## config.mk

```make
export PLATFORM = sky130hd
export DESIGN_NAME = dps_div
export DESIGN_NICKNAME = d
export VERILOG_FILES = /design/src/rtl/dps_pkg.sv /design/src/rtl/dps_div.sv
export SDC_FILE = /design/constraint.sdc
export NUM_CORES = 1
export LEC_CHECK = 0
export BUFFER_PORTS_ARGS = -buffer_cell sky130_fd_sc_hd__buf_2
export CAP_MARGIN = 20
export CORE_MARGIN = 3
export CORE_UTILIZATION = 60
export CTS_CLUSTER_DIAMETER = 60
export CTS_CLUSTER_SIZE = 25
export DETAILED_ROUTE_END_ITERATION = 8
export GPL_ROUTABILITY_DRIVEN = 0
export PLACE_DENSITY = 0.84
export SLEW_MARGIN = 20
export SYNTH_ARGS = -nofsm -noshare
export SYNTH_HDL_FRONTEND = slang
export SYNTH_SLANG_ARGS = --single-unit
```

## constraint.sdc

```tcl
create_clock -name aclk -period 5.2 [get_ports aclk]
set_input_delay 0.52 -clock aclk [delete_from_list [all_inputs] [get_ports aclk]]
set_output_delay 0.52 -clock aclk [all_outputs]
set_load 0.02 [all_outputs]
```

## src/rtl/dps_pkg.sv

```systemverilog
// Shared constants, codes and helper functions for the pendulum step core.
`timescale 1ns / 1ps
package dps_pkg;

    localparam int DATA_W       = 32;
    localparam int CORDIC_STEPS = 30;

    // Fixed-point constants
    localparam logic signed [32:0] TWO_PI_Q24  = 33'sd105414357;
    localparam logic signed [32:0] BIN_PER_RAD = 33'sd683565276;
    localparam logic signed [33:0] CORDIC_GAIN = 34'sd652032874;
    localparam logic signed [31:0] ONE_Q24     = 32'sd16777216;
    localparam logic signed [31:0] SAT_MAX     = 32'sh7FFFFFFF;
    localparam logic signed [31:0] SAT_MIN     = 32'sh80000000;

    // Operation codes
    localparam logic [1:0] OP_ADVANCE = 2'd0;
    localparam logic [1:0] OP_HOLD    = 2'd1;
    localparam logic [1:0] OP_PLACE   = 2'd2;

    // Register indexes
    localparam logic [2:0] REG_LEN_U  = 3'd0;
    localparam logic [2:0] REG_LEN_L  = 3'd1;
    localparam logic [2:0] REG_MASS_U = 3'd2;
    localparam logic [2:0] REG_MASS_L = 3'd3;
    localparam logic [2:0] REG_GRAV   = 3'd4;
    localparam logic [2:0] REG_STEP   = 3'd5;
    localparam logic [2:0] REG_DAMP_U = 3'd6;
    localparam logic [2:0] REG_DAMP_L = 3'd7;

    // Saturate a wide signed sum to 32 bits
    function automatic logic signed [31:0] sat32(input logic signed [35:0] v);
        logic signed [31:0] r;
        if (v > 36'sh07FFFFFFF) begin
            r = SAT_MAX;
        end else if (v < -36'sh080000000) begin
            r = SAT_MIN;
        end else begin
            r = v[31:0];
        end
        return r;
    endfunction

    // Sign-extend 32 to 36 bits
    function automatic logic signed [35:0] ext36(input logic signed [31:0] v);
        return {{4{v[31]}}, v};
    endfunction

    // Unsigned Q8.16 register to signed Q.24, saturated
    function automatic logic signed [31:0] reg_q24(input logic [23:0] v);
        logic signed [31:0] r;
        if (v[23]) begin
            r = SAT_MAX;
        end else begin
            r = {v, 8'd0};
        end
        return r;
    endfunction

    // Arctangent table, Q2.30 of a quarter turn scale
    function automatic logic [29:0] atan_entry(input logic [4:0] i);
        logic [29:0] r;
        case (i)
            5'd0:  r = 30'd536870912;
            5'd1:  r = 30'd316933406;
            5'd2:  r = 30'd167458907;
            5'd3:  r = 30'd85004756;
            5'd4:  r = 30'd42667331;
            5'd5:  r = 30'd21354465;
            5'd6:  r = 30'd10679838;
            5'd7:  r = 30'd5340245;
            5'd8:  r = 30'd2670163;
            5'd9:  r = 30'd1335087;
            5'd10: r = 30'd667544;
            5'd11: r = 30'd333772;
            5'd12: r = 30'd166886;
            5'd13: r = 30'd83443;
            5'd14: r = 30'd41722;
            5'd15: r = 30'd20861;
            5'd16: r = 30'd10430;
            5'd17: r = 30'd5215;
            5'd18: r = 30'd2608;
            5'd19: r = 30'd1304;
            5'd20: r = 30'd652;
            5'd21: r = 30'd326;
            5'd22: r = 30'd163;
            5'd23: r = 30'd81;
            5'd24: r = 30'd41;
            5'd25: r = 30'd20;
            5'd26: r = 30'd10;
            5'd27: r = 30'd5;
            5'd28: r = 30'd3;
            5'd29: r = 30'd1;
            default: r = 30'd0;
        endcase
        return r;
    endfunction

endpackage

```

## src/rtl/dps_div.sv

```systemverilog
// Iterative restoring divider for signed Q.24 quotients, one bit per cycle.
`timescale 1ns / 1ps
module dps_div
    import dps_pkg::*;
(
    input  logic               aclk,
    input  logic               aresetn,
    input  logic               start,
    input  logic signed [31:0] num,
    input  logic signed [31:0] den,
    output logic               done,
    output logic signed [31:0] quot
);

    localparam int         DVD_W    = DATA_W + 24;
    localparam logic [5:0] LAST_BIT = 6'(DVD_W - 1);

    logic               busy_reg;
    logic               done_reg;
    logic [5:0]         cnt_reg;
    logic [32:0]        rem_reg;
    logic [DVD_W-1:0]   dvd_reg;
    logic [DVD_W-1:0]   q_reg;
    logic [31:0]        ud_reg;
    logic               neg_reg;
    logic signed [31:0] quot_reg;

    logic [31:0]        un;
    logic [31:0]        ud;
    logic [32:0]        rem_sh;
    logic               qbit;
    logic [32:0]        rem_new;
    logic [DVD_W-1:0]   q_new;
    logic signed [31:0] fit_q;

    always_comb begin
        un = num[31] ? 32'(-num) : num;
        ud = den[31] ? 32'(-den) : den;
    end

    // Restoring step and final saturation
    always_comb begin
        rem_sh  = {rem_reg[31:0], dvd_reg[DVD_W-1]};
        qbit    = (rem_sh >= {1'b0, ud_reg});
        rem_new = qbit ? (rem_sh - {1'b0, ud_reg}) : rem_sh;
        q_new   = {q_reg[DVD_W-2:0], qbit};
        if (neg_reg) begin
            if (q_new > DVD_W'(33'h080000000)) begin
                fit_q = SAT_MIN;
            end else begin
                fit_q = 32'(-q_new);
            end
        end else begin
            if (q_new > DVD_W'(33'h07FFFFFFF)) begin
                fit_q = SAT_MAX;
            end else begin
                fit_q = q_new[31:0];
            end
        end
    end

    always_ff @(posedge aclk) begin
        if (!aresetn) begin
            busy_reg <= 1'b0;
            done_reg <= 1'b0;
            cnt_reg  <= 6'd0;
        end else begin
            done_reg <= 1'b0;
            if (start) begin
                cnt_reg <= 6'd0;
                if (den == 32'sd0) begin
                    done_reg <= 1'b1;
                end else begin
                    busy_reg <= 1'b1;
                end
            end else if (busy_reg) begin
                cnt_reg <= cnt_reg + 6'd1;
                if (cnt_reg == LAST_BIT) begin
                    busy_reg <= 1'b0;
                    done_reg <= 1'b1;
                end
            end
        end
    end

    // Datapath
    always_ff @(posedge aclk) begin
        if (start) begin
            rem_reg <= 33'd0;
            q_reg   <= '0;
            dvd_reg <= {un, 24'd0};
            ud_reg  <= ud;
            neg_reg <= num[31] ^ den[31];
            if (den == 32'sd0) begin
                quot_reg <= num[31] ? SAT_MIN : SAT_MAX;
            end
        end else if (busy_reg) begin
            rem_reg <= rem_new;
            q_reg   <= q_new;
            dvd_reg <= {dvd_reg[DVD_W-2:0], 1'b0};
            if (cnt_reg == LAST_BIT) begin
                quot_reg <= fit_q;
            end
        end
    end

    assign done = done_reg;
    assign quot = quot_reg;

endmodule

```

Word-level counts from Yosys, hierarchy flattened
Cells that the tools add are included.

Add/sub/neg operators: 5. $lt $le $gt $ge: 3. Eq/ne operators: 3. Multiplexer cells: 21. Bitwise operators: 2. Reduce and logical (&&, ||, !) cells: 5.

Operators with widths (number): $mux W32 (10); $mux W56 (2); $neg A32 Y32 (3); $gt A56 B31 Y1 const B (1); $gt A56 B32 Y1 const B (1); $ge A33 B32 Y1 (1); $logic_not A32 Y1 (1); $sub A32 B32 Y32 (1); $mux W31 (1); $mux W1 (8); $add A6 B1 Y6 const B (1); $eq A6 B6 Y1 const B (1); $reduce_bool A2 Y1 (2); $reduce_and A3 Y1 (1); $ne A2 B1 Y1 const B (1); $ne A2 B2 Y1 const B (1); $reduce_or A2 Y1 (1); $not A1 Y1 (1); $xor A1 B1 Y1 (1).

Flip-flop bits (word level): 192. Input port bits: 67. Output and inout bits: 33. Logic and storage cells: 49.

Depth between registers and ports, before layout
Depth in word-level cells: 7. Depth in mapped cells: 20. Gate-level depth less buffers: 16.

Worst setup path after synthesis
OpenSTA, ideal clock, no wires.

Path type: register -> register. Start: register ud_reg[6]. End: register quot_reg[27] (netlist: quot[27]) (data pin). Setup time: 0.167 ns. Arrival: 4.228 ns. Data required time: 5.033 ns. Path slack: 0.805 ns. Cell stages (with the launch flop): 19. Buffers on the path: 4. Period minus slack after synthesis: 4.395 ns. Cells stage by stage: edfxtp_1 > inv_1 > ha_1 > buf_2 > a211o_1 > or3_1 > o21ai_0 > o21ai_1 > a211oi_2 > clkbuf_1 > buf_2 > ha_1 > nor3b_1 > nand4_1 > o31ai_4 > nand2_4 > buf_6 > or3_1 > a221oi_2.

Cells in the longest elaborated chain, start to end: 7. Elaborated cells on any way between the ends: 10. Those cells by class: 1 x add/sub; 3 x order compare; 6 x mux.

RTL lines: from (decl) (line dps_div.sv:24) `logic [31:0] ud_reg;`; from (signal assigned) (line dps_div.sv:92) `ud_reg <= ud;`; $ge A33 B32 Y1 * (line dps_div.sv:44) `qbit = (rem_sh >= {1'b0, ud_reg});`; $gt A56 B31 Y1, or another cell as far along (line dps_div.sv:54) `if (q_new > DVD_W'(33'h07FFFFFFF)) begin`; $mux W32 (on tied branches) (line dps_div.sv:54, dps_div.sv:48); $mux W32 * (line dps_div.sv:47) `if (neg_reg) begin`; $mux W32 * (line dps_div.sv:101) `if (cnt_reg == LAST_BIT) begin`; $mux W32 * (line dps_div.sv:97) `end else if (busy_reg) begin`; $mux W32 * (line dps_div.sv:88) `if (start) begin`; to (signal assigned) (line dps_div.sv:95) `quot_reg <= num[31] ? SAT_MIN : SAT_MAX;`; to (signal assigned) (line dps_div.sv:102) `quot_reg <= fit_q;`; to (decl) (line dps_div.sv:26) `logic signed [31:0] quot_reg;`.

Every way passes the cells marked *; elsewhere a longest branch is shown, timed or not. The select of a mux whose other input is x is not followed. A chain may end at the register's enable or synchronous reset.

Worst setup path in the final report
Start: register ud_reg[6]. End: register quot_reg[25] (netlist: quot[25]) (data pin).

The elaborated chain is that of the path after synthesis.

==> summary.txt <==
STA
  – Crit path time final: 4.55 ns
  – Worst setup margin: 0.649 ns
  – Final worst path period share: 0.875
  – Pins Over Slew Limit: 0
  – Clk_skew: 0.0110 ns
  – # setup viols final: 0
  – Highest clock rate: 0.220 GHz
  – Unrepaired setup endpoints after global routing: false
  – Slew at the pin with the worst max-slew slack: 0.996 ns
  – Hold Vio Cnt, Final: 0
  – Slew HR: 0.319
  – Setup_tns: 0 ns

Logic synthesis
  – Sequential area share after synthesis: 0.421
  – Synth cell types: 79
  – #FFs+latches synth: 192
  – Leading post-synthesis cells by instance count: 179 x nor2_1, 97 x edfxtp_1, 95 x dfxtp_1
  – Synth top area cells: edfxtp_1 25%, dfxtp_1 17%, nor2_1 5.9%, mux2i_1 5.6%, a21oi_1 4.0%
  – EDFF count, synth: 97
  – Ys flop type: edfxtp_1
  – Post-synth top area share: 0.255
  – Synth Instances: 1262
  – Most common cell in the synthesized netlist: nor2_1
  – Count of yosys warnings during synthesis: 0
  – Syn nets: 1366
  – Post-synth top area cell: edfxtp_1
  – Mapped cell area: 11400 um2
  – Synthesized area per cell: 9.06 um2
  – Post-synth ARST share: 0

Detailed routing
  – 1st-pass router iterations: 6
  – Antenna Nets Post-Route: 0
  – Via count: 9774
  – Avg WL per Cell: 16.8 um
  – Vias/cell: 6.29
  – Drc violations: 0
  – Drt initial violations: 974
  – Total length of routed wires: 26.1 mm

Floorplan
  – Die width: 144 um
  – Die area: 20700 um2
  – Die Ht: 144 um
  – Io pins: 100
  – Starting Density: 0.624
  – Num rows: 49
  – Core Area: 18300 um2

Cells and area
  – Max FFs per register: 55
  – Fillers: 1410
  – Area delta synth->final: 9.97%
  – Ant. Diodes: 0
  – Share of layout cells above drive strength 1: 0.118
  – Nets@finish: 1417

Place
  – Pre-CTS setup slack: 0.803 ns
  – IO Port Bufs: 99
  – Placed wire-length estimate: 17.9 mm

GRT
  – Vias in the first global route: 9082
  – Overflow after GRT: 0
  – Initial antenna violation count: 0
  – First-pass GRT wire length: 43.1 mm
  – GRT Resource Usage Total: 0.252
  – Pin count of the biggest net entering global routing: 125

Power and ir drop
  – P_leak: 5.01 nW
  – Pwr dens: 297 nW/um2
  – Maximum vdd ir drop: 0.228 mV

CTS
  – CTS Buffer Depth: 2
  – Hold-fix buffers at CTS: 0
  – CTS tree: built
  – Clock Pin Slew Worst Setup and Hold Paths: 0.07 ns
  – Clk root buf: clkbuf_16
  – H-tree depth: 4
  – Post-CTS setup buffer count: 0
  – Clk Latency, worst-skew pair: 0.43 ns
  – CTS buffer count: 17
  – Clk sink count: 192
  – CTS-repair resized insts: 0

Critical path
  – Maximum fanout along the worst path: 20
  – CP Data Arrival Time: 4.85 ns
  – Worst Path Required: 5.50 ns
  – Startpoint type of the worst setup path: flip-flop
  – CP Class: reg -> reg
  – R2R depth: 16
  – Critical path endpoint category: flip-flop

Status
  – Run status: complete, no violations

Run
  – Max cap viols: 0

Worst hold path
  – Worst hold path stage count: 1
  – Worst hold path type: in -> reg
-- area by class of cell --
cell class / instances / area (um2) / share of cell area
clock buffers: 24 / 527 / 0.0419
clock inverters: 8 / 65.1 / 0.00517
inverters: 48 / 180 / 0.0143
multi-input cells: 948 / 6140 / 0.489
flip-flops and latches: 192 / 4820 / 0.383
well taps: 229 / 287 / 0.0228
repair buffers: 106 / 554 / 0.0441
-- metrics by stage --
stage / hold slack, ns / power (W) / instance area [um2] / cells / utilization
floorplan: 0.453 / 0.00227 / 11400 / 1262 / -
global placement: 0.466 / 0.00243 / 12000 / 1523 / 0.654
detailed placement: 0.481 / 0.00246 / 12000 / 1523 / 0.654
CTS: 0.281 / 0.00373 / 12600 / 1555 / 0.686
global route: 0.295 / 0.00389 / 12600 / 1555 / 0.686
finish: 0.294 / 0.00373 / 12600 / 1555 / 0.686
-- cells by family after synthesis --
family,synth area share
flops,0.421
xor+xnor,0.0620
compound gates,0.188
simple gates,0.187
mux,0.0580
buf+inv,0.0423
fa+ha+maj,0.0411
-- metal layers --
metal  wire length (um)  global-route usage  vias up
li1                   -                   -     4755
met1              11600               0.347     4491
met2              11900               0.404      457
met3               2090              0.0407       71
met4                616              0.0956        0
met5                  0                   0        -
-- worst max-delay path, stage by stage, from the launching register on --
cell	delay (ns)
edfxtp_1	0.36
inv_1	0.09
ha_1	0.31
a211o_1	0.33
or3_1	0.31
o21ai_0	0.16
o21ai_1	0.19
a211oi_4	0.27
ha_1	0.27
nor3b_1	0.41
nand4_1	0.21
o31ai_4	0.42
nand2_4	0.23
nor2_4	0.22
nand2_2	0.17
a211oi_1	0.32
a311o_1	0.17
-- cell usage in the layout (no fill, tap or decap), types with 13 or more instances in the layout --
cell type / netlist / routed
nor2_1: 179 / 179
buf_2: 8 / 98
edfxtp_1: 97 / 97
dfxtp_1: 95 / 94
a21oi_1: 92 / 92
nand2_1: 83 / 83
mux2i_1: 64 / 64
o21ai_0: 54 / 54
inv_1: 47 / 47
xor2_1: 41 / 41
xnor2_1: 40 / 40
ha_1: 36 / 36
nor3_1: 28 / 28
a211oi_1: 27 / 27
o31ai_1: 25 / 25
nor4_1: 23 / 23
clkbuf_16: 0 / 20
nand3_1: 19 / 19
nand4_1: 18 / 18
or3_1: 16 / 16
and3_1: 13 / 13
-- path summary, 6_finish.rpt --
| path | startpoint | slack [ns] | endpoint |
|---|---|---|---|
| min reg2reg | cnt_reg[5] | 0.50 | cnt_reg[5] |
| max | ud_reg[6] | 0.65 | quot[25] |
| max reg2reg | ud_reg[6] | 0.65 | quot[25] |
| min | den[0] | 0.29 | ud_reg[0] |
-- report_power, final --
| group | internal (W) | switching, W | total (W) |
|---|---|---|---|
| registers | 0.00168 | 0.0000522 | 0.00173 |
| clock network | 0.000720 | 0.000566 | 0.00129 |
| logic | 0.000278 | 0.000429 | 0.000707 |
| total | 0.00268 | 0.00105 | 0.00373 |
(Power assumes the default switching activity.)
