File: src/rtl/dps_pkg.sv
// Shared constants, codes and helper functions for the pendulum step core.
`timescale 1ns / 1ps
package dps_pkg;

    localparam int DATA_W       = 32;
    localparam int CORDIC_STEPS = 30;

    // Fixed-point constants
    localparam logic signed [32:0] TWO_PI_Q24  = 33'sd105414357;
    localparam logic signed [32:0] BIN_PER_RAD = 33'sd683565276;
    localparam logic signed [33:0] CORDIC_GAIN = 34'sd652032874;
    localparam logic signed [31:0] ONE_Q24     = 32'sd16777216;
    localparam logic signed [31:0] SAT_MAX     = 32'sh7FFFFFFF;
    localparam logic signed [31:0] SAT_MIN     = 32'sh80000000;

    // Operation codes
    localparam logic [1:0] OP_ADVANCE = 2'd0;
    localparam logic [1:0] OP_HOLD    = 2'd1;
    localparam logic [1:0] OP_PLACE   = 2'd2;

    // Register indexes
    localparam logic [2:0] REG_LEN_U  = 3'd0;
    localparam logic [2:0] REG_LEN_L  = 3'd1;
    localparam logic [2:0] REG_MASS_U = 3'd2;
    localparam logic [2:0] REG_MASS_L = 3'd3;
    localparam logic [2:0] REG_GRAV   = 3'd4;
    localparam logic [2:0] REG_STEP   = 3'd5;
    localparam logic [2:0] REG_DAMP_U = 3'd6;
    localparam logic [2:0] REG_DAMP_L = 3'd7;

    // Saturate a wide signed sum to 32 bits
    function automatic logic signed [31:0] sat32(input logic signed [35:0] v);
        logic signed [31:0] r;
        if (v > 36'sh07FFFFFFF) begin
            r = SAT_MAX;
        end else if (v < -36'sh080000000) begin
            r = SAT_MIN;
        end else begin
            r = v[31:0];
        end
        return r;
    endfunction

    // Sign-extend 32 to 36 bits
    function automatic logic signed [35:0] ext36(input logic signed [31:0] v);
        return {{4{v[31]}}, v};
    endfunction

    // Unsigned Q8.16 register to signed Q.24, saturated
    function automatic logic signed [31:0] reg_q24(input logic [23:0] v);
        logic signed [31:0] r;
        if (v[23]) begin
            r = SAT_MAX;
        end else begin
            r = {v, 8'd0};
        end
        return r;
    endfunction

    // Arctangent table, Q2.30 of a quarter turn scale
    function automatic logic [29:0] atan_entry(input logic [4:0] i);
        logic [29:0] r;
        case (i)
            5'd0:  r = 30'd536870912;
            5'd1:  r = 30'd316933406;
            5'd2:  r = 30'd167458907;
            5'd3:  r = 30'd85004756;
            5'd4:  r = 30'd42667331;
            5'd5:  r = 30'd21354465;
            5'd6:  r = 30'd10679838;
            5'd7:  r = 30'd5340245;
            5'd8:  r = 30'd2670163;
            5'd9:  r = 30'd1335087;
            5'd10: r = 30'd667544;
            5'd11: r = 30'd333772;
            5'd12: r = 30'd166886;
            5'd13: r = 30'd83443;
            5'd14: r = 30'd41722;
            5'd15: r = 30'd20861;
            5'd16: r = 30'd10430;
            5'd17: r = 30'd5215;
            5'd18: r = 30'd2608;
            5'd19: r = 30'd1304;
            5'd20: r = 30'd652;
            5'd21: r = 30'd326;
            5'd22: r = 30'd163;
            5'd23: r = 30'd81;
            5'd24: r = 30'd41;
            5'd25: r = 30'd20;
            5'd26: r = 30'd10;
            5'd27: r = 30'd5;
            5'd28: r = 30'd3;
            5'd29: r = 30'd1;
            default: r = 30'd0;
        endcase
        return r;
    endfunction

endpackage

File: src/rtl/dps_cordic.sv
// Iterative CORDIC sine/cosine unit, one rotation per cycle.
`timescale 1ns / 1ps
module dps_cordic
    import dps_pkg::*;
(
    input  logic               aclk,
    input  logic               aresetn,
    input  logic               start,
    input  logic [31:0]        angle,
    output logic               done,
    output logic signed [31:0] sin_out,
    output logic signed [31:0] cos_out
);

    localparam logic [4:0] LAST_STEP = 5'(CORDIC_STEPS - 1);

    logic               busy_reg;
    logic               done_reg;
    logic [4:0]         step_reg;
    logic               neg_reg;
    logic signed [33:0] x_reg;
    logic signed [33:0] y_reg;
    logic signed [33:0] z_reg;

    logic [31:0]        folded;
    logic               fold;
    logic signed [33:0] dx;
    logic signed [33:0] dy;
    logic signed [33:0] at;
    logic signed [33:0] xr;
    logic signed [33:0] yr;

    // Fold angle into +-90 degrees
    always_comb begin
        fold   = (angle[31:30] == 2'd1) || (angle[31:30] == 2'd2);
        folded = fold ? (angle + 32'h80000000) : angle;
    end

    // One rotation
    always_comb begin
        dx = y_reg >>> step_reg;
        dy = x_reg >>> step_reg;
        at = {4'd0, atan_entry(step_reg)};
    end

    always_ff @(posedge aclk) begin
        if (!aresetn) begin
            busy_reg <= 1'b0;
            done_reg <= 1'b0;
            step_reg <= 5'd0;
        end else begin
            done_reg <= 1'b0;
            if (start) begin
                busy_reg <= 1'b1;
                step_reg <= 5'd0;
            end else if (busy_reg) begin
                step_reg <= step_reg + 5'd1;
                if (step_reg == LAST_STEP) begin
                    busy_reg <= 1'b0;
                    done_reg <= 1'b1;
                end
            end
        end
    end

    // Rotation datapath
    always_ff @(posedge aclk) begin
        if (start) begin
            neg_reg <= fold;
            x_reg   <= CORDIC_GAIN;
            y_reg   <= 34'sd0;
            z_reg   <= {{2{folded[31]}}, folded};
        end else if (busy_reg) begin
            if (!z_reg[33]) begin
                x_reg <= x_reg - dx;
                y_reg <= y_reg + dy;
                z_reg <= z_reg - at;
            end else begin
                x_reg <= x_reg + dx;
                y_reg <= y_reg - dy;
                z_reg <= z_reg + at;
            end
        end
    end

    // Round to Q.24 and unfold
    always_comb begin
        xr = (x_reg + 34'sd32) >>> 6;
        yr = (y_reg + 34'sd32) >>> 6;
        if (neg_reg) begin
            xr = -xr;
            yr = -yr;
        end
        sin_out = yr[31:0];
        cos_out = xr[31:0];
    end

    assign done = done_reg;

endmodule

File: config.mk
export PLATFORM = sky130hd
export DESIGN_NAME = dps_cordic
export DESIGN_NICKNAME = d
export VERILOG_FILES = /design/src/rtl/dps_pkg.sv /design/src/rtl/dps_cordic.sv
export SDC_FILE = /design/constraint.sdc
export NUM_CORES = 1
export LEC_CHECK = 0
export BUFFER_PORTS_ARGS = -buffer_cell sky130_fd_sc_hd__buf_4
export CORE_ASPECT_RATIO = 1.75
export CORE_MARGIN = 4
export CORE_UTILIZATION = 50
export CTS_CLUSTER_DIAMETER = 50
export DETAILED_ROUTE_END_ITERATION = 8
export PLACE_DENSITY = 0.67
export REMOVE_ABC_BUFFERS = 1
export SETUP_SLACK_MARGIN = 0.02
export SLEW_MARGIN = 20
export SYNTH_ARGS = -nofsm -noshare
export SYNTH_HDL_FRONTEND = slang
export SYNTH_SLANG_ARGS = --single-unit
File: constraint.sdc
create_clock -name aclk -period 7.2 [get_ports aclk]
set_input_delay 0 -clock aclk [delete_from_list [all_inputs] [get_ports aclk]]
set_output_delay 0 -clock aclk [all_outputs]
set_load 0.005 [all_outputs]
### After elaboration in Yosys (flattened, before gate mapping)

Memories as Yosys holds them, arrays and structs flattened. A register that Yosys moved wholly into a read port is not among the register bits.
Index checks and enable logic that the tools add are counted.

* register bits: 110
* ROM bits: 960
* input port bits: 35
* logic and storage cells: 45
* memories kept: 1

Memory list
* (name not given): depth 32, width 30, rd ports 1, clocked after memory_dff 1, write ports 0, RTL line dps_pkg.sv:63 `case (i)`

* add/subtract/negate cells: 12
* eq/ne operators: 3
* shifts and indexed selects: 2
* multiplexer cells: 14
* bitwise gates (word level): 2
* reduce and logical (&&, ||, !) cells: 4

Operators by type and width (number)
* $mux W34: 5
* $mux W32: 3
* $add A34 B34 Y34: 2
* $add A34 B7 Y34 const B: 2
* $sshr A34 B5 Y34: 2
* $sub A34 B34 Y34: 2
* $neg A28 Y32: 2
* $add A34 B31 Y34: 1
* $sub A34 B31 Y34: 1
* $add A32 B32 Y32 const B: 1
* $mux W5: 2
* $add A5 B1 Y5 const B: 1
* $eq A5 B5 Y1 const B: 1
* $mux W1: 4
* $reduce_or A3 Y1: 1
* $eq A2 B1 Y1 const B: 1
* $eq A2 B2 Y1 const B: 1
* $not A1 Y1: 2
* $reduce_bool A2 Y1: 1
* $reduce_or A2 Y1: 1
* $logic_or A1 B1 Y1: 1

### Longest topological paths before layout

Gate-level depths: netlist of the first run.

* depth after elaboration: 4
* gate-level depth with buffers: 30

### Worst setup path before layout of the first run

OpenSTA, ideal clock, no wires.

* path kind: reg2reg
* from: register step_reg[3]
* to: register x_reg[33]
* library setup time: 0.121 ns
* data arrival time: 5.696 ns
* setup slack: 1.383 ns
* cell stages (with the launch flop): 30
* clock period less this slack: 5.817 ns
* path through: dfxtp_1 > clkbuf_1 > buf_4 > buf_2 > buf_2 > buf_2 > buf_1 > mux2i_1 > nand2_1 > a21oi_1 > a21oi_1 > a221oi_1 > ha_1 > inv_1 > nor3_2 > nand3_1 > nor3_1 > o22a_1 > o21ai_0 > ha_1 > a21o_1 > a21o_1 > a21oi_1 > o31ai_1 > a21o_1 > o21ai_0 > a21oi_1 > o21a_1 > mux2_4 > mux2_4

* longest elaborated chain between the ends: 3

RTL lines
* start, declared: RTL line dps_cordic.sv:19 `logic [4:0] step_reg;`
* start signal, assigned: RTL line dps_cordic.sv:57 `step_reg <= step_reg + 5'd1;`
* $sshr A34 B5 Y34 *: RTL line dps_cordic.sv:41 `dx = y_reg >>> step_reg;`
* $sub A34 B34 Y34 / $add A34 B34 Y34 (equally long branches): RTL line dps_cordic.sv:75, dps_cordic.sv:79
* $mux W34 *: RTL line dps_cordic.sv:74 `if (!z_reg[33]) begin`
* end signal, assigned: RTL line dps_cordic.sv:75 `x_reg <= x_reg - dx;`
* end signal, assigned: RTL line dps_cordic.sv:79 `x_reg <= x_reg + dx;`
* end, declared: RTL line dps_cordic.sv:21 `logic signed [33:0] x_reg;`

Mark *: on every way between the ends. The rest lies on a longest branch, timed or not.
A chain may end at the register's enable or synchronous reset.

### Worst setup path after layout of the first run

* from: register step_reg[2]
* to: register x_reg[33]

The elaborated chain is that of the path after synthesis.

==> run metrics, run 1 <==
Setup Skew=0.0387 ns; Vias per Instance=6.74; htree depth=4; Post-synth EDFFs=35; PortBufs=99; Unique masters post-synth=100; max layer used=met4; Worst Path Required=7.56 ns; final setup margin=0.297 ns; final instance area=23,100 um^2; Max-Slew Margin vs Limit=0.229; vias=22,100; clk root buf=clkbuf_16; Synth Area in Simple Gates=0.211; Die Wd=162 um; Post-DP HPWL=64.5 mm; Max Freq=145 MHz; total gr overflow=0; Crit path top cell by count=a21o_1; dpl ws=0.374 ns; cell family with most CP delay=compound AO/OA/AOI/OAI gates; first-pass GRT wire length=130 mm; worst setup path class=register to register; Layout area overhead=10.8%; initial antenna violation count=2; worst path cell trace=buf_4 -> mux4_2 -> mux2i_1 -> o211ai_1 -> a211oi_2 -> nand4_2 -> nor2_1 -> nand3_1 -> nor3_1 -> o22a_1 -> o21ai_0 -> ha_1 -> a21o_1 -> a21o_1 -> a21oi_1 -> o31ai_1 -> a21o_1 -> o21ai_0 -> a21oi_1 -> o21a_1 -> mux2_4 -> mux2_4; WL met3=6.30 mm; xor and xnor area share after synthesis=0.118; cts bufs inserted=17; Pre-antenna DRT Iters=6; post-layout min period=6.90 ns; die height=278 um; Synth Register Bits=140; CTS clk-pin slew, worst paths=0.10 ns; layout cells sized above 1=0.146; Post-Place Cell Area=22,100 um^2; metal2 WL=43.5 mm; most common flop cell mapped by yosys=dfxtp_1; final wirelength=86.7 mm; core area=41,100 um^2; Fin. Hold Viols=0; type of origin of the critical path=register; WP buf/inv=1; synthesized area=20,800 um^2; area leader, netlist=dfxtp_1; Area contributors post-synth=dfxtp_1 (10%), mux4_2 (8.2%), xnor2_1 (7.3%), ha_1 (6.9%), edfxtp_1 (5.0%); Hold Path Class=input port to register; Slowest-stage cell, CP=dfxtp_4; Final ANT Viol Nets=0; vias in the first global route=22,100; main combinational cell family by area after synthesis=compound AO/OA/AOI/OAI gates; Yosys Warn Count=0; 1st-iter DRT viols=1,797; Nets=2,865; MaxCap Viol Count=0; max incr delay on CP=0.68 ns; CTS tree=done; I/O Pins=100; register area share after synthesis=0.151; average cell area after synthesis=7.83 um^2; Max FO, Critical Path=35; status=finished, final reports clean; non-filler cells in the finished layout=3,277; smallest hold slack=0.0888 ns; Arr. time, crit path=7.27 ns; R2R setup slack=0.30 ns; FP Rows=98; pin count of the biggest net entering global routing=70; fin. max-slew vios=0; Routed wire per std cell=26.5 um; # clock sinks=140; GRT Overall Usage=0.374; gpl congestion=1.12; RSZ-0062 raised after global routing=no; Die Area=45,100 um^2; Initial Utilization=0.507; Worst-Skew Late Latency=0.48 ns; P_leak=9.48 nW; met1 WL=26.9 mm; Remaining DRCs=0; Final period util=0.959; Post-Synth Adder-Cell Area=0.0720; ys async rst share=0; Placed Instances=3,207; pwr/cell area=476 nW/um^2; mux cell area share after synthesis=0.167; endpoints failing setup=0; Compound-Gate Fraction of Synth Area=0.225; VDD IR-drop max=0.275 mV; top cell type's share of synthesized area=0.101; Worst setup EP type=register; Synth Instances=2,659; clk buf depth=2; worst slew pin tran=1.15 ns
## final cells by class
cell class	instances	area [um^2]
clock buffer	17	425
fill	3823	18000
multi-input combinational	2256	16500
clock inverter	15	129
tap	550	688
timing repair buffer	232	1870
antenna	2	5.00
sequential	140	3170
inverter	65	244
## what timing repair did
action | CTS | global route
resized for setup | 0 | 4
setup endpoints to repair | 0 | 6
endpoints found under the hold margin | 33 | 0
hold buffers | 33 | 0
setup buffers | 0 | 3
## power breakdown
group | switching [W] | total [W] | internal, W
combinational | 0.00476 | 0.00845 | 0.00369
clock | 0.000453 | 0.000907 | 0.000454
sequential | 0.000549 | 0.00163 | 0.00108
total | 0.00576 | 0.0110 | 0.00522
## cell usage in the layout (no fill, tap or decap), drive strengths merged, types with 90 or more instances in the layout
| master | n |
|---|---|
| nor2 | 257 |
| buf | 199 |
| a21oi | 199 |
| mux2i | 90 |
| o21ai | 150 |
| nand2 | 257 |
| xor2 | 107 |
| ha | 115 |
| xnor2 | 173 |
| dfxtp | 105 |
## logic make-up after synthesis
kind of cell,after synthesis
AO/OA/AOI/OAI,725
XOR/XNOR,280
multiplexers,227
buffers and inverters,263
AND/OR/NAND/NOR,906
adder cells (fa/ha/maj),118
flip-flops,140
## layer usage
metal	track usage	vias to the layer above
li1	-	9976
met1	0.350	10400
met2	0.667	1150
met3	0.0789	501
met4	0.341	0
met5	0	-
## per-stage QoR
step	TNS, ns	utilization	power (W)
final	0	0.561	0.0110
after global placement	0	0.538	0.00965
after detailed placement	0	0.538	0.00982
after CTS	0	0.560	0.0108
after floorplan	-57.08	-	0.00733
after global routing	0	0.561	0.0118
## worst paths after layout
kind / start / endpoint / cells past startpoint
min: start / y_reg[5]$_SDFFE_PP0P_ / 2
min reg2reg: y_reg[0]$_SDFFE_PP0P_ / y_reg[0]$_SDFFE_PP0P_ / 2
max: step_reg[2]$_SDFFE_PP0P_ / x_reg[33]$_SDFFE_PP0P_ / 22
max reg2reg: step_reg[2]$_SDFFE_PP0P_ / x_reg[33]$_SDFFE_PP0P_ / 22
## Yosys cell counts, types with 10 or more instances
library cell and count:
mux4_2 76, a21o_1 64, dfxtp_1 105, o31ai_1 17, nand3_1 81, inv_1 59, and2_1 18, o21a_1 25
clkbuf_1 135, buf_2 24, nor2b_1 22, edfxtp_1 35, and3_1 37, mux2i_1 87, nor3b_1 10, or2_2 11
a221oi_1 12, o21bai_1 14, nor2_1 257, and4_1 11, buf_6 12, o21ai_0 144, nand4_1 31, a21oi_1 199
nor4_1 17, mux4_1 10, nor3_1 69, mux2_2 39, nand2b_1 22, nand2_1 257, o22ai_1 25, buf_1 20
a31oi_1 42, o211ai_1 25, ha_1 115, xor2_1 107, or3_1 18, xnor2_1 173, a211oi_1 24, a22oi_1 19
mux2_1 10
## worst reg2reg max path: cells and delay by family (launching register included)
kind            cells  cell delay (ns)
compound gates     12             2.94
fa+ha+maj           1             0.37
buf+inv             1             0.43
flops               1             0.68
mux                 4             1.27
simple gates        4             1.12
Note: power is estimated with default switching activity, not from simulation.
==> inputs of run 2 (changes only) <==
==> constraint.sdc (replaced) <==
create_clock -name aclk -period 6.8 [get_ports aclk]
set_input_delay 0 -clock aclk [delete_from_list [all_inputs] [get_ports aclk]]
set_output_delay 0 -clock aclk [all_outputs]
set_load 0.005 [all_outputs]
==> run 2 against run 1 <==
Against the previous run:
- first-iteration DRC count is 2.8% lower
- count of clock-buffer cells in the layout unchanged
- setup slack gained 0.061 ns
- non-clock buffer count increased by 115
- critical path type unchanged
==> run metrics, run 2 (same netlist as run 1, synthesis figures left out) <==
first-pass GRT wire length=135 mm (+3.8%); layout cells sized above 1=0.177 (+0.0310); die height=278 um (unchanged); GRT met1 Usage=0.367 (+0.0164); P_leak=10.1 nW (+6.6%); Layout area overhead=16.0%; M2 GR Usage=0.716 (+0.0489); Nets=2,980 (+4.0%); busiest layer in global routing=met2; Die Area=45,100 um^2 (unchanged); Hold Path Depth=2 (unchanged); Routed wire per std cell=26.9 um (+1.8%); Pre-antenna DRT Iters=5 (-1); met3 usage=0.0611 (-0.0178); clk buf depth=2 (unchanged); worst setup path class=register to register; Worst Path Required=7.15 ns (-0.41 ns); cts bufs inserted=17 (unchanged); most common cell after layout, fill and taps aside=buf_4; Die Wd=162 um (unchanged); Fill cells=3,685 (-3.6%); pwr/cell area=520 nW/um^2 (+9.2%); Remaining DRCs=0 (unchanged); CTS clk-pin slew, worst paths=0.08 ns (-0.02 ns); Flop pwr share=0.137 (-0.011); # clock sinks=140 (unchanged); pin count of the biggest net entering global routing=68 (-2.9%); Sw Pwr=0.00639 W (+11%); GRT Overall Usage=0.392 (+0.0178); RSZ-0062 raised after global routing=no; total design power=0.0126 W (+14%); FP Rows=98 (unchanged); CTS tree=done; initial antenna violation count=4 (+2); switching part of the total power=0.509 (-0.0160); endpoints failing setup=0 (unchanged); Worst-Skew Late Latency=0.47 ns (about the same); Arr. time, crit path=6.79 ns (-0.48 ns); Final ANT Viol Nets=0 (unchanged); Clock power frac=0.090 (+0.007); MaxCap Viol Count=0 (unchanged); core area=41,100 um^2 (unchanged); utilization after layout=0.588 (+0.0263); Hold Path Class=input port to register; PortBufs=99 (unchanged); Vias per Instance=6.64 (-1.5%); final wirelength=91.3 mm (+5.3%); Final period util=0.947 (-0.0114); R2R depth=24 (+9.1%); Pint=0.00617 W (+18%); vias=22,500 (+1.9%); Max-Slew Margin vs Limit=0.247 (+0.0175); gpl congestion=1.06 (-5.1%); VDD IR-drop max=0.426 mV (+55%); worst slew pin tran=1.13 ns (-0.0262 ns); fin. max-slew vios=0 (unchanged); Fin. Hold Viols=0 (unchanged); n_diodes=0 (-2); type of origin of the critical path=register; post-layout min period=6.44 ns (-0.461 ns); total gr overflow=0 (unchanged); htree depth=4 (unchanged); 1st-iter DRT viols=1,746 (-2.8%); most frequent cells in the layout=buf_4 (294), nand2_1 (257), nor2_1 (256), a21oi_1 (199), xnor2_1 (173); I/O Pins=100 (unchanged); Max FO, Critical Path=24 (-31%); Setup Skew=0.0160 ns (-0.0227 ns); Max Freq=155 MHz (+7.2%); vias in the first global route=22,900 (+3.7%); clk root buf=clkbuf_16; Worst setup EP type=register; Post-DP HPWL=69.6 mm (+8.0%); Initial Utilization=0.507 (unchanged); status=finished, final reports clean; Logic pwr share=0.772 (+0.003)
run 2: repair_timing:
item,CTS,global route
hold buffers,43,0
buffers inserted,0,4
endpoints found under the setup margin,0,2
gates resized for setup,0,2
hold endpoints to repair,33,0
run 2: path summary, 6_finish.rpt:
kind,from,to,slack (ns)
worst max-delay path,step_reg[0]$_SDFFE_PP0P_,y_reg[32]$_SDFFE_PP0P_,0.36
worst min-delay path,start,z_reg[10]$_DFFE_PP_,0.03
worst max register to register,step_reg[0]$_SDFFE_PP0P_,y_reg[32]$_SDFFE_PP0P_,0.36
worst min register to register,y_reg[0]$_SDFFE_PP0P_,y_reg[0]$_SDFFE_PP0P_,0.50
run 2: layout make-up:
cell class | instances | area, um^2 | area share
Multi-Input combinational cell | 2256 | 16500 | 0.685
Inverter | 65 | 248 | 0.0103
Sequential cell | 140 | 3170 | 0.131
Tap cell | 550 | 688 | 0.0285
Timing Repair Buffer | 347 | 2850 | 0.118
Clock buffer | 17 | 425 | 0.0176
Clock inverter | 15 | 239 | 0.00990
run 2: routing by layer:
metal	part of all wire	wire length, um
met2	0.51	46800
met4	0.11	10100
met1	0.32	29600
met3	0.053	4810
met5	0.00045	41
run 2: metrics by stage:
step | area [um^2] | setup slack [ns] | std cells | hold slack [ns] | setup TNS [ns]
3_5_place_dp | 23000 | 0.451 | 3311 | 0.251 | 0
5_1_grt | 24100 | 0.140 | 3390 | 0.0435 | 0
6_report | 24100 | 0.357 | 3390 | 0.0284 | 0
3_3_place_gp | 23000 | 0.562 | 3311 | 0.236 | 0
4_1_cts | 24100 | 0.430 | 3386 | 0.0109 | 0
2_1_floorplan | 19900 | -2.30 | 2461 | 0.0691 | -81.14
run 2: power groups by stage:
| stage | Sequential [W] | Combinational, W | Clock (W) |
|---|---|---|---|
| floorplan | 0.00160 | 0.00616 | 0 |
| global placement | 0.00170 | 0.00923 | 0 |
| detailed placement | 0.00171 | 0.00942 | 0 |
| CTS | 0.00169 | 0.00951 | 0.00114 |
| global route | 0.00174 | 0.0105 | 0.00117 |
| finish | 0.00173 | 0.00970 | 0.00114 |
run 2: worst max-delay path, stage by stage (launching register included):
cell and delay (ns):
dfxtp_4 0.63, inv_1 0.59, buf_4 0.39, mux2_2 0.25, o221ai_1 0.13, nor2_1 0.29, ha_1 0.26, nand2_1 0.14
nor4_4 0.25, buf_4 0.20, a31oi_1 0.10, xor2_1 0.16, ha_1 0.33, and3_1 0.19, and3_1 0.30, o2111ai_1 0.19
a31oi_1 0.46, a221oi_1 0.14, buf_4 0.18, o22ai_1 0.27, o31ai_1 0.11, buf_4 0.14, a21oi_1 0.17, nor3_1 0.07
a2111oi_0 0.38
==> inputs of run 3 (changes only) <==
--- a/config.mk
+++ b/config.mk
@@ -5,13 +5,13 @@
 export SDC_FILE = /design/constraint.sdc
 export NUM_CORES = 1
 export LEC_CHECK = 0
+export ABC_AREA = 1
 export BUFFER_PORTS_ARGS = -buffer_cell sky130_fd_sc_hd__buf_4
 export CORE_ASPECT_RATIO = 1.75
 export CORE_MARGIN = 4
-export CORE_UTILIZATION = 50
+export CORE_UTILIZATION = 40
 export CTS_CLUSTER_DIAMETER = 50
 export DETAILED_ROUTE_END_ITERATION = 8
-export PLACE_DENSITY = 0.67
 export REMOVE_ABC_BUFFERS = 1
 export SETUP_SLACK_MARGIN = 0.02
 export SLEW_MARGIN = 20
==> run 3 against run 2 <==
Against the previous run:
- first-iteration DRC count fell by 17%
- die area rose by 16%
- sequential share of layout area increased by 1.5 points
- critical path type unchanged
- critical endpoint is now y_reg[31]$_SDFFE_PP0P_
- largest power group unchanged
==> run metrics, run 3 <==
non-filler cells in the finished layout=3,999 (+18%); count leader, synth=nand2_1; Final period util=0.919 (-0.0281); Post-synth top cells=nand2_1 (866), nand3_1 (504), inv_1 (351); layout cells sized above 1=0.0797 (-0.0978); hold path endpoint=busy_reg$_SDFF_PN0_; Routed wire per std cell=20.5 um (-24%); final instance area=21,500 um^2 (-11%); R2R depth=28 (+17%); Die Area=52,300 um^2 (+16%); mux cell area share after synthesis=0 (-0.167); FP Rows=106 (+8.2%); area leader, netlist=nand2_1; Max-Slew Margin vs Limit=0.243 (-0.00380); first-pass GRT wire length=123 mm (-8.6%); fin. max-slew vios=0 (unchanged); most common cell after layout, fill and taps aside=nand2_1; Fin. Hold Viols=0 (unchanged); Post-Synth Adder-Cell Area=0.0772 (+0.00521); P_leak=10.7 nW (+6.0%); cts bufs inserted=17 (unchanged); Area contributors post-synth=nand2_1 (17%), nand3_1 (13%), dfxtp_1 (11%), ha_1 (7.4%), inv_1 (6.8%); clk buf depth=2 (unchanged); GRT Overall Usage=0.303 (-0.0889); worst slew pin tran=1.13 ns (+0.00689 ns); Max Freq=160 MHz (+3.1%); MaxCap Viol Count=0 (unchanged); synthesized area=19,400 um^2 (-6.7%); post-layout min period=6.25 ns (-0.191 ns); smallest hold slack=0.336 ns (+0.308 ns); Synth Instances=3,282 (+23%); Die Wd=175 um (+7.6%); pin count of the biggest net entering global routing=72 (+5.9%); pwr/cell area=391 nW/um^2 (-25%); Pre-antenna DRT Iters=7 (+2); die height=299 um (+7.7%); vias in the first global route=22,800 (-0.29%); Worst Path Required=7.18 ns (+0.03 ns); Hold-fix buffers, CTS=35 (-19%); Synth Register Bits=140 (unchanged); Synth Area in Simple Gates=0.410 (+0.199); n_diodes=0 (unchanged); Vias per Instance=5.64 (-15%); setup TNS=0 ns (unchanged); Post-DP HPWL=65.2 mm (-6.4%); xor and xnor area share after synthesis=0.103 (-0.0145); total gr overflow=0 (unchanged); R2R setup slack=0.55 ns (+0.19 ns); most common flop cell mapped by yosys=dfxtp_1; RSZ-0062 raised after global routing=no; Crit path top cell by count=nand2_1; endpoints failing setup=0 (unchanged); hold_sp=aresetn; register area share after synthesis=0.162 (+0.0110); Hold Path Class=input port to register; Unique masters post-synth=63 (-37%); # clock sinks=140 (unchanged); Yosys Warn Count=0 (unchanged); Final ANT Viol Nets=0 (unchanged); 1st-iter DRT viols=1,450 (-17%); PortBufs=99 (unchanged); most frequent cells in the layout=nand2_1 (866), nand3_1 (504), inv_1 (350), nor2_1 (261), a21oi_1 (203); Worst setup EP type=register; Arr. time, crit path=6.63 ns (-0.16 ns); gpl congestion=1.03 (-2.4%); I/O Pins=100 (unchanged); Remaining DRCs=0 (unchanged); Nets=3,491 (+17%); type of origin of the critical path=register; Fill cells=5,262 (+43%); cell family with most CP delay=simple AND/OR/NAND/NOR gates; worst setup path class=register to register; Layout area overhead=11.0%; postcts setup bufs=0 (unchanged); VDD IR-drop max=0.188 mV (-56%); Hold Path Depth=4 (+2); initial antenna violation count=1 (-3); Setup Skew=0.0143 ns (-0.00166 ns); final wirelength=81.8 mm (-10%); vias=22,600 (+0.28%); Slowest-stage cell, CP=nand2_1; r2r startpoint=step_reg[1]$_SDFFE_PP0P_; Max FO, Critical Path=43 (+79%); utilization after layout=0.450 (-0.138); average cell area after synthesis=5.91 um^2 (-24%); clk root buf=clkbuf_16; WP buf/inv=5 (unchanged); max incr delay on CP=0.44 ns (-0.19 ns); reg2reg end=y_reg[31]$_SDFFE_PP0P_; top cell type's share of synthesized area=0.167 (+0.0665); Worst-Skew Late Latency=0.47 ns (about the same); Post-synth EDFFs=35 (unchanged); Post-Place Cell Area=20,600 um^2 (-10%); Placed Instances=3,932 (+19%); Compound-Gate Fraction of Synth Area=0.144 (-0.0804); ys async rst share=0 (unchanged); main combinational cell family by area after synthesis=simple AND/OR/NAND/NOR gates; status=finished, final reports clean; CTS tree=done; Initial Utilization=0.405 (-0.101); core area=47,900 um^2 (+17%); post-cts sizing count=0 (unchanged); CTS clk-pin slew, worst paths=0.08 ns (about the same); htree depth=4 (unchanged)
-- run 3: area by class of cell --
cell class              instances  area (um^2)  share of cell area
flip-flops and latches        140         3160               0.147
multi-input cells            2646        14300               0.662
clock inverters                14          143             0.00662
inverters                     365         1370              0.0638
repair buffers                168         1350              0.0626
clock buffers                  18          439              0.0204
well taps                     648          811              0.0376
-- run 3: worst max-delay path by stage --
stage / depth (start not counted) / startpoint / endpoint / slack [ns]
after floorplan: 30 / step_reg[0]$_SDFFE_PP0P_ / x_reg[31]$_SDFFE_PP0P_ / 1.0
after global placement: 29 / step_reg[1]$_SDFFE_PP0P_ / x_reg[31]$_SDFFE_PP0P_ / 0.90
after detailed placement: 30 / step_reg[1]$_SDFFE_PP0P_ / x_reg[31]$_SDFFE_PP0P_ / 0.92
after CTS: 30 / step_reg[1]$_SDFFE_PP0P_ / x_reg[31]$_SDFFE_PP0P_ / 0.89
after global routing: 29 / step_reg[1]$_SDFFE_PP0P_ / y_reg[31]$_SDFFE_PP0P_ / 0.19
final: 28 / step_reg[1]$_SDFFE_PP0P_ / y_reg[31]$_SDFFE_PP0P_ / 0.55
-- run 3: worst reg2reg max path: cells and delay by family (launching register included) --
kind,cells,cell delay [ns]
and+or+nand+nor,12,2.29
AOI/OAI and AO/OA,8,1.85
buffers and inverters,5,0.95
adders and majority gates,2,0.51
DFF,1,0.33
xor gates and xnor gates,1,0.24
-- run 3: per-stage QoR --
step	total power (W)	setup slack [ns]
finish	0.00843	0.548
global route	0.00918	0.193
CTS	0.00840	0.892
detailed placement	0.00736	0.919
global placement	0.00729	0.904
floorplan	0.00553	0.998
-- run 3: cell families after synthesis --
family | after synthesis
XOR/XNOR | 223
buffers and inverters | 496
AO/OA/AOI/OAI | 496
flip-flops | 140
AND/OR/NAND/NOR | 1809
adder cells (fa/ha/maj) | 118
-- run 3: metal layers --
layer | global-route usage | share of wire | up-vias
met4 | 0.272 | 0.11 | 0
met3 | 0.0344 | 0.036 | 325
li1 | - | - | 11000
met1 | 0.261 | 0.32 | 10500
met2 | 0.595 | 0.54 | 754
met5 | 0 | 0 | -
-- run 3: power breakdown --
| part | internal (W) | leakage [nW] | switching [W] | total, W |
|---|---|---|---|---|
| combinational | 0.00221 | 9.20 | 0.00387 | 0.00608 |
| sequential | 0.00106 | 1.22 | 0.000284 | 0.00135 |
| clock | 0.000549 | 0.276 | 0.000452 | 0.00100 |
